### src/rtl/core/chbmc_pkg.sv
// ----------------------------------------------------------------------------
// chbmc_pkg
// Types and constants for the interleaved chroma bilinear interpolator.
// ----------------------------------------------------------------------------
package chbmc_pkg;

	// input beat: one reference sample plus block settings and framing
	typedef struct packed {
		logic [7:0] ref_sample;
		logic [2:0] frac_x;
		logic [2:0] frac_y;
		logic [1:0] width_code;
		logic       block_start;
		logic       block_end;
	} chbmc_in_t;

	// output beat: one prediction sample
	typedef struct packed {
		logic [7:0] pred_sample;
		logic       component;
		logic       is_last;
	} chbmc_out_t;

	// width codes
	localparam logic [1:0] WIDTH_CODE_2 = 2'd0;
	localparam logic [1:0] WIDTH_CODE_4 = 2'd1;
	localparam logic [1:0] WIDTH_CODE_8 = 2'd2;

	// eighth-pel arithmetic
	localparam logic [3:0] FRAC_ONE   = 4'd8;
	localparam int         WEIGHT_W   = 7;
	localparam int         ROUND_BIAS = 32;
	localparam int         OUT_SHIFT  = 6;

	// bilinear tap weight (8-x or x) times (8-y or y); max 64
	function automatic logic [WEIGHT_W-1:0] tap_weight(
		input logic [3:0] fa,
		input logic [3:0] fb
	);
		return WEIGHT_W'({3'b000, fa} * {3'b000, fb});
	endfunction

endpackage

### src/rtl/core/chroma_bilinear_mc_interleaved_core.sv
// ----------------------------------------------------------------------------
// chroma_bilinear_mc_interleaved_core
// Eighth-pel bilinear chroma interpolator over interleaved U/V samples.
// ----------------------------------------------------------------------------
// pipeline: an accepted sample beat moves through stage 1, stage 2 and the output
//   register, where a result beat it produces is held until it is taken
// throughput: one sample beat per cycle; the pipe moves as one unit and halts
//   only while the output register holds a beat that is not taken
// reset: arst_n clears counters, held settings, delays and stage valids;
//   the line store is not cleared and needs no clearing pass
// ----------------------------------------------------------------------------
module chroma_bilinear_mc_interleaved_core #(
	parameter int MAX_BLOCK_WIDTH = 8,
	parameter int SAMPLE_BITS     = 8
) (
	input  logic                   clk,
	input  logic                   arst_n,
	input  logic                   in_valid,
	output logic                   in_ready,
	input  chbmc_pkg::chbmc_in_t   in_data,
	output logic                   out_valid,
	input  logic                   out_ready,
	output chbmc_pkg::chbmc_out_t  out_data
);

	import chbmc_pkg::*;

	// line store holds one full row of interleaved samples
	localparam int LINE_DEPTH = 2 * MAX_BLOCK_WIDTH + 2;
	localparam int CW         = $clog2(LINE_DEPTH);
	localparam int LW         = $clog2(LINE_DEPTH + 1);
	localparam int PW         = SAMPLE_BITS + WEIGHT_W;
	localparam int SUMW       = PW + 2;

	// row lengths per width code, clamped to the line store
	localparam int W2_PIX = (2 > MAX_BLOCK_WIDTH) ? MAX_BLOCK_WIDTH : 2;
	localparam int W4_PIX = (4 > MAX_BLOCK_WIDTH) ? MAX_BLOCK_WIDTH : 4;
	localparam int W8_PIX = (8 > MAX_BLOCK_WIDTH) ? MAX_BLOCK_WIDTH : 8;
	localparam logic [LW-1:0] LEN_2 = LW'(2 * W2_PIX + 2);
	localparam logic [LW-1:0] LEN_4 = LW'(2 * W4_PIX + 2);
	localparam logic [LW-1:0] LEN_8 = LW'(2 * W8_PIX + 2);

	// ---------------------------------------------------------------------
	// global advance: every stage moves when the output register frees up
	// ---------------------------------------------------------------------
	logic advance;
	logic accept;

	assign advance  = !out_valid || out_ready;
	assign in_ready = advance;
	assign accept   = in_valid && advance;

	// ---------------------------------------------------------------------
	// stage 0: window tracking, settings and line store read
	// ---------------------------------------------------------------------
	logic [LW-1:0]       col_q;      // column count within the row
	logic                seen_q;     // a full row has been stored
	logic [LW-1:0]       len_q;      // held row length in samples
	logic [WEIGHT_W-1:0] wa_q, wb_q, wc_q, wd_q;

	logic [LW-1:0]       len_new;
	logic [LW-1:0]       len_eff;
	logic [LW-1:0]       cnt_eff;
	logic [LW-1:0]       col;
	logic                seen_eff;
	logic                produce;
	logic [3:0]          fx, fy, fxn, fyn;
	logic [WEIGHT_W-1:0] wa_eff, wb_eff, wc_eff, wd_eff;

	always_comb begin
		unique case (in_data.width_code)
			WIDTH_CODE_2: len_new = LEN_2;
			WIDTH_CODE_4: len_new = LEN_4;
			default:      len_new = LEN_8;   // code 8 and the unused code
		endcase
	end

	assign fx  = {1'b0, in_data.frac_x};
	assign fy  = {1'b0, in_data.frac_y};
	assign fxn = FRAC_ONE - fx;
	assign fyn = FRAC_ONE - fy;

	// a start beat takes its own settings right away
	assign len_eff  = in_data.block_start ? len_new : len_q;
	assign cnt_eff  = in_data.block_start ? '0 : col_q;
	assign seen_eff = in_data.block_start ? 1'b0 : seen_q;
	assign col      = (cnt_eff >= len_eff) ? '0 : cnt_eff;
	assign produce  = seen_eff && (col >= LW'(2));

	assign wa_eff = in_data.block_start ? tap_weight(fxn, fyn) : wa_q;
	assign wb_eff = in_data.block_start ? tap_weight(fx, fyn)  : wb_q;
	assign wc_eff = in_data.block_start ? tap_weight(fxn, fy)  : wc_q;
	assign wd_eff = in_data.block_start ? tap_weight(fx, fy)   : wd_q;

	always_ff @(posedge clk or negedge arst_n) begin
		if (!arst_n) begin
			col_q  <= '0;
			seen_q <= 1'b0;
			len_q  <= LEN_2;
			// zero fractions: plain copy of the top-left tap
			wa_q   <= WEIGHT_W'(64);
			wb_q   <= '0;
			wc_q   <= '0;
			wd_q   <= '0;
		end else if (accept) begin
			len_q <= len_eff;
			wa_q  <= wa_eff;
			wb_q  <= wb_eff;
			wc_q  <= wc_eff;
			wd_q  <= wd_eff;
			if (in_data.block_end) begin
				col_q  <= '0;
				seen_q <= 1'b0;
			end else if ((col + LW'(1)) >= len_eff) begin
				col_q  <= '0;
				seen_q <= 1'b1;
			end else begin
				col_q  <= col + LW'(1);
				seen_q <= seen_eff;
			end
		end
	end

	// ---------------------------------------------------------------------
	// stage 1: above sample arrives from the line store, write back
	// ---------------------------------------------------------------------
	logic                   valid_s1;
	logic                   prod_s1;
	logic                   last_s1;
	logic [CW-1:0]          addr_s1;
	logic [SAMPLE_BITS-1:0] d_s1;
	logic [WEIGHT_W-1:0]    wa_s1, wb_s1, wc_s1, wd_s1;
	logic                   fwd_s1;
	logic [SAMPLE_BITS-1:0] fwd_data_s1;

	logic                   ram_we;
	logic [SAMPLE_BITS-1:0] ram_rdata;
	logic [SAMPLE_BITS-1:0] above;

	// previous-row taps (row delay) and current-row taps two back
	logic [SAMPLE_BITS-1:0] prev0_q, prev1_q;
	logic [SAMPLE_BITS-1:0] cur0_q, cur1_q;

	assign ram_we = advance && valid_s1;

	chbmc_ram #(
		.WIDTH (SAMPLE_BITS),
		.DEPTH (LINE_DEPTH)
	) u_line_ram (
		.clk   (clk),
		.we    (ram_we),
		.waddr (addr_s1),
		.wdata (d_s1),
		.re    (accept),
		.raddr (col[CW-1:0]),
		.rdata (ram_rdata)
	);

	// same-entry read right behind a write sees the new sample
	assign above = fwd_s1 ? fwd_data_s1 : ram_rdata;

	always_ff @(posedge clk or negedge arst_n) begin
		if (!arst_n) begin
			valid_s1 <= 1'b0;
			fwd_s1   <= 1'b0;
		end else if (advance) begin
			valid_s1 <= accept;
			fwd_s1   <= accept && ram_we && (addr_s1 == col[CW-1:0]);
		end
	end

	always_ff @(posedge clk) begin
		if (advance) begin
			prod_s1     <= produce;
			last_s1     <= in_data.block_end;
			addr_s1     <= col[CW-1:0];
			d_s1        <= SAMPLE_BITS'(in_data.ref_sample);
			wa_s1       <= wa_eff;
			wb_s1       <= wb_eff;
			wc_s1       <= wc_eff;
			wd_s1       <= wd_eff;
			fwd_data_s1 <= d_s1;
		end
	end

	always_ff @(posedge clk or negedge arst_n) begin
		if (!arst_n) begin
			prev0_q <= '0;
			prev1_q <= '0;
			cur0_q  <= '0;
			cur1_q  <= '0;
		end else if (ram_we) begin
			prev0_q <= above;
			prev1_q <= prev0_q;
			cur0_q  <= d_s1;
			cur1_q  <= cur0_q;
		end
	end

	// ---------------------------------------------------------------------
	// stage 2: four tap products
	// ---------------------------------------------------------------------
	logic          valid_s2;
	logic          prod_s2;
	logic          last_s2;
	logic          comp_s2;
	logic [PW-1:0] pa_s2, pb_s2, pc_s2, pd_s2;

	always_ff @(posedge clk or negedge arst_n) begin
		if (!arst_n) begin
			valid_s2 <= 1'b0;
		end else if (advance) begin
			valid_s2 <= valid_s1;
		end
	end

	always_ff @(posedge clk) begin
		if (advance) begin
			prod_s2 <= prod_s1;
			last_s2 <= last_s1;
			comp_s2 <= addr_s1[0];     // column parity picks U or V
			pa_s2   <= PW'(wa_s1) * PW'(prev1_q);
			pb_s2   <= PW'(wb_s1) * PW'(above);
			pc_s2   <= PW'(wc_s1) * PW'(cur1_q);
			pd_s2   <= PW'(wd_s1) * PW'(d_s1);
		end
	end

	// ---------------------------------------------------------------------
	// stage 3: sum, round, shift into the output register
	// ---------------------------------------------------------------------
	logic [SUMW-1:0] sum;
	logic            out_valid_q;
	chbmc_out_t      out_data_q;

	assign sum = SUMW'(pa_s2) + SUMW'(pb_s2) + SUMW'(pc_s2) + SUMW'(pd_s2)
		+ SUMW'(ROUND_BIAS);

	always_ff @(posedge clk or negedge arst_n) begin
		if (!arst_n) begin
			out_valid_q <= 1'b0;
		end else if (advance) begin
			out_valid_q <= valid_s2 && prod_s2;
		end
	end

	always_ff @(posedge clk) begin
		if (advance) begin
			out_data_q.pred_sample <= 8'(sum >> OUT_SHIFT);
			out_data_q.component   <= comp_s2;
			out_data_q.is_last     <= last_s2;
		end
	end

	assign out_valid = out_valid_q;
	assign out_data  = out_data_q;

	// ---------------------------------------------------------------------
	// checks
	// ---------------------------------------------------------------------
	a_col_in_row: assert property (@(posedge clk) disable iff (!arst_n)
		col_q < len_q)
		else $error("column count past row length");

	a_ram_hold: assert property (@(posedge clk) disable iff (!arst_n)
		valid_s1 && !advance |=> $stable(ram_rdata))
		else $error("line store read data moved during stall");

	a_end_restart: assert property (@(posedge clk) disable iff (!arst_n)
		accept && in_data.block_end |=> (col_q == '0) && !seen_q)
		else $error("window tracking not restarted after end beat");

	a_no_fwd_idle: assert property (@(posedge clk) disable iff (!arst_n)
		fwd_s1 |-> valid_s1)
		else $error("forward flag without a stage-1 beat");

endmodule

### src/rtl/core/chbmc_ram.sv
// ----------------------------------------------------------------------------
// chbmc_ram
// Generic single-write, single-read synchronous RAM with registered read.
// ----------------------------------------------------------------------------
module chbmc_ram #(
	parameter int WIDTH = 8,
	parameter int DEPTH = 18
) (
	input  logic                     clk,
	input  logic                     we,
	input  logic [$clog2(DEPTH)-1:0] waddr,
	input  logic [WIDTH-1:0]         wdata,
	input  logic                     re,
	input  logic [$clog2(DEPTH)-1:0] raddr,
	output logic [WIDTH-1:0]         rdata
);

	logic [WIDTH-1:0] mem_q [DEPTH];

	always_ff @(posedge clk) begin
		if (we) begin
			mem_q[waddr] <= wdata;
		end
		if (re) begin
			rdata <= mem_q[raddr];
		end
	end

endmodule
### config.mk
export PLATFORM = sky130hd
export DESIGN_NAME = chroma_bilinear_mc_interleaved_core
export DESIGN_NICKNAME = d
export VERILOG_FILES = /design/src/rtl/core/chbmc_pkg.sv /design/src/rtl/core/chroma_bilinear_mc_interleaved_core.sv /design/src/rtl/core/chbmc_ram.sv
export SDC_FILE = /design/constraint.sdc
export NUM_CORES = 1
export LEC_CHECK = 0
export ABC_CLOCK_PERIOD_IN_PS = 4700
export BUFFER_PORTS_ARGS = -buffer_cell sky130_fd_sc_hd__buf_2
export CORE_ASPECT_RATIO = 0.8
export CORE_MARGIN = 2
export CORE_UTILIZATION = 40
export CTS_BUF_LIST = sky130_fd_sc_hd__clkbuf_4 sky130_fd_sc_hd__clkbuf_8
export DETAILED_ROUTE_END_ITERATION = 7
export PLACE_DENSITY_LB_ADDON = 0.05
export SLEW_MARGIN = 20
export SYNTH_ARGS = -nofsm -noshare
export SYNTH_HDL_FRONTEND = slang
export SYNTH_HIERARCHICAL = 1
export SYNTH_SLANG_ARGS = --single-unit
### constraint.sdc
create_clock -name clk -period 4.7 [get_ports clk]
set_input_delay 0.235 -clock clk [delete_from_list [all_inputs] [get_ports clk]]
set_output_delay 0.235 -clock clk [all_outputs]
set_load 0.03 [all_outputs]
==> results.md <==
* Status: finished clean
* Asr flop ratio synth at 0.216
* Hpwl dp at approximately 40 mm
* Hold Path Class: in -> reg
* Mapped Cells at 1759
* Pint at 11.3 mW
* Seq cells post-synth at 347
* Yosys warns at 6
* WP data arrival at 4.88 ns
* Switch Pwr at 7.97 mW
* Layout Nets at between 2000 and 2500
* Die Ht at 215 microns
* Post-synth top area share at 0.366
* Initial Util at 0.405
* Family with the most delay on the worst path: adder cells
* First-pass GRT wire length at 82.2 mm
* Final Non-Filler Cells at roughly 2700
* Clock Power Share at 0.153
* Seq pwr share at 0.274
* Post-Route Skew at 0.0380 ns
* Synth Cell Area at 22300 sq um
* Fillcell total at 4996
* DRT Wirelength at 52.1 mm
* Residual DRC at 0
* Iter 0 DRT Violations at 832
* Levels on crit path at 17
* Top_reg_cell synth: edfxtp_1
* Routed length per instance at approximately 19 microns
* Drt first pass iters at 5
* Final instance area at roughly 25000 sq um
* Number of synthesized flops with an enable pin at 272
* Clk Latency, worst-skew pair at 0.68 ns
* Worst r2r path cells at 17
* Placed insts at 2568
* Setup ws final at 0.210 ns
* Initial antenna violation count at 2
* Max Cap Viol at 0
* Via-to-Cell Ratio at approximately 5.0
* Share of layout cells above drive strength 1 at 0.158
* CP bufs+invs at 4
* Leading area contributor after synthesis: edfxtp_1
* Max Fanout on Critical Path at 7
* CTS Buffer Depth at 3
* Die X at approximately 270 microns
* Num CTS Buffers at a little under 60
* Max incr delay on CP at 0.49 ns
* Total GRT Usage at 0.188
* Area contributors post-synth: edfxtp_1 37%, fa_1 13%, ha_1 10%
* Root Buffer: clkbuf_8
* Worst-Margin Slew at a little over 1 ns
* Slowest library cell on the worst path: dfrtp_2
* Synth Area per Inst at 12.7 sq um
* Critical path class: reg -> reg
* Die ar. at 57700 sq um
* Final hold vios at 0
* TritonCTS clock tree: yes
* WP data required at 5.09 ns
* Fmax at between 200 and 250 MHz
* # IOs at 34
* Syn nets at between 2000 and 2500
* Grt total ovfl at 0
* Area grow syn2layout at 13.0%
* Rows at 77
* Post-layout min period at 4.49 ns
* Rel. slew slack at 0.308
* Via count at 13500
* Worst hold stages at 3
* IO buf count at 33
* Worst slack at placement at -0.0365 ns
* Final setup viols at 0
* Largest net degree at the start of global routing at 78
* Switching Share at 0.413
* Setup TNS at 0 ns
* Final hold slack at 0.0405 ns
* Peak supply drop at 501 uV
* GP Congestion at approximately 0.8
* Worst-path cell chain: buf_6 > mux2i_4 > buf_4 > nor2b_1 > fa_1 > fa_1 > fa_1 > inv_1 > fa_1 > inv_1 > ha_1 > o21a_1 > nor2_1 > a21oi_1 > a211oi_2 > a21oi_2 > xnor2_1
* Crit share post-route at 0.955
* Static leakage at 10.9 nW
* Power per cell area at 764 nW/um^2
* Pins over their slew limit at 0
* Yosys cell types at 77
* Worst setup SP type: flip-flop
* Core area at 55200 sq um
* CP most frequent cell: fa_1
* Clock-pin slew on the worst setup and hold paths at 0.06 ns
* Post-DRT Antenna Nets at 0
* Cell Area, Placed at between 20000 and 25000 sq um
* Clock sink total at 347
* Logic pwr share at 0.573
* Crit. End Element: flip-flop
* Sequential share of the synthesized area at 0.450
* Vias in the first global route at ~14000
* H-tree Lvls at 2
==> stage by stage <==
stage	utilization	power (mW)
2_1_floorplan	-	13.3
3_3_place_gp	0.430	16.3
3_5_place_dp	0.430	16.3
4_1_cts	0.455	19.4
5_1_grt	0.457	21.3
6_report	0.457	19.3
==> power groups by stage <==
stage	Clock (mW)	Combinational [mW]	Sequential [mW]
2_1_floorplan	0	8.15	5.16
3_3_place_gp	0	10.9	5.36
4_1_cts	3.04	11.1	5.31
6_report	2.96	11.1	5.28
3_5_place_dp	0	11.0	5.36
5_1_grt	3.18	12.8	5.37
==> final timing paths <==
kind                            startpoint           to  slack, ns
min in group asynchronous           arst_n     col_q[4]       0.11
worst max register to register      fwd_s1    pb_s2[13]       0.21
worst max-delay path                fwd_s1    pb_s2[13]       0.21
max in group asynchronous           arst_n     len_q[1]       3.61
worst min-delay path            in_data[3]     len_q[4]       0.04
worst min register to register     last_s2  out_data[0]       0.42
==> cells in the final DEF (no fill, tap or decap), types with 14 or more instances in the layout <==
cell / n
edfxtp_1: 272
inv_1: 198
o21ai_0: 28
xor2_1: 15
dlygate4sd3_1: 14
nand2b_1: 30
xnor2_1: 67
buf_4: 62
buf_2: 32
clkbuf_8: 67
clkbuf_4: 18
and2_1: 154
ha_1: 181
a21o_1: 19
dfrtp_1: 71
fa_1: 149
mux2_2: 63
nor2_1: 52
nor2b_1: 56
mux4_2: 19
mux2i_1: 32
a21oi_1: 41
nand2_1: 112
nor3_1: 18
==> worst register-to-register path: cells and delay by family (launching register included) <==
family	cells	cell delay [ns]
AOI/OAI and AO/OA	4	0.58
xor gates and xnor gates	1	0.13
muxes	1	0.18
adders and majority gates	5	2.18
DFF	1	0.49
and+or+nand+nor	2	0.24
buffers and inverters	4	0.43
==> kinds of logic after synthesis <==
| kind of cell | synth area share |
|---|---|
| muxes | 0.0734 |
| and+or+nand+nor | 0.112 |
| adders and majority gates | 0.236 |
| buffers and inverters | 0.0416 |
| xor gates and xnor gates | 0.0322 |
| DFF | 0.450 |
| AOI/OAI and AO/OA | 0.0554 |
==> timing repair <==
| item | in CTS | in global routing |
|---|---|---|
| resized for setup | 1 | 11 |
| buffers inserted | 0 | 6 |
| hold buffers | 14 | 0 |
| pin swaps | 0 | 1 |
| endpoints found under the hold margin | 57 | 0 |
| gates cloned | 0 | 0 |
| endpoints found under the setup margin | 3 | 8 |
==> Yosys cell counts (all sizes together) (38+ instances only) <==
cell    count
o21ai      38
nand2     113
dfrtp      72
fa        149
edfxtp    272
nor2       53
and2      154
a21oi      44
mux2       63
nor2b      56
inv       200
ha        182
xnor2      67
==> registers in the layout, summed over array words and instances, names as in the netlist, 10 cells and up <==
signal,count
u_line_ram/mem_q,144
pa_s2,14
pb_s2,14
pc_s2,14
pd_s2,14
out_data,10
==> per-layer routing <==
metal	routed length, microns	up-vias	GRT usage
met5	0	-	0
met1	27100	6818	0.300
met3	2360	66	0.0320
met2	21800	233	0.266
li1	-	6369	-
met4	816	0	0.0348
==> final cells by class <==
| cell class | count | area, sq um | share of cell area |
|---|---|---|---|
| repair buffers | 110 | 797 | 0.0316 |
| inverters | 200 | 754 | 0.0299 |
| well taps | 750 | 938 | 0.0372 |
| diodes | 1 | 2.50 | 0.0000992 |
| clock buffers | 85 | 1060 | 0.0419 |
| multi-input cells | 1181 | 11400 | 0.453 |
| clock inverters | 23 | 216 | 0.00858 |
| flip-flops and latches | 347 | 10000 | 0.398 |
No activity file was read; power rests on OpenSTA's default activity.
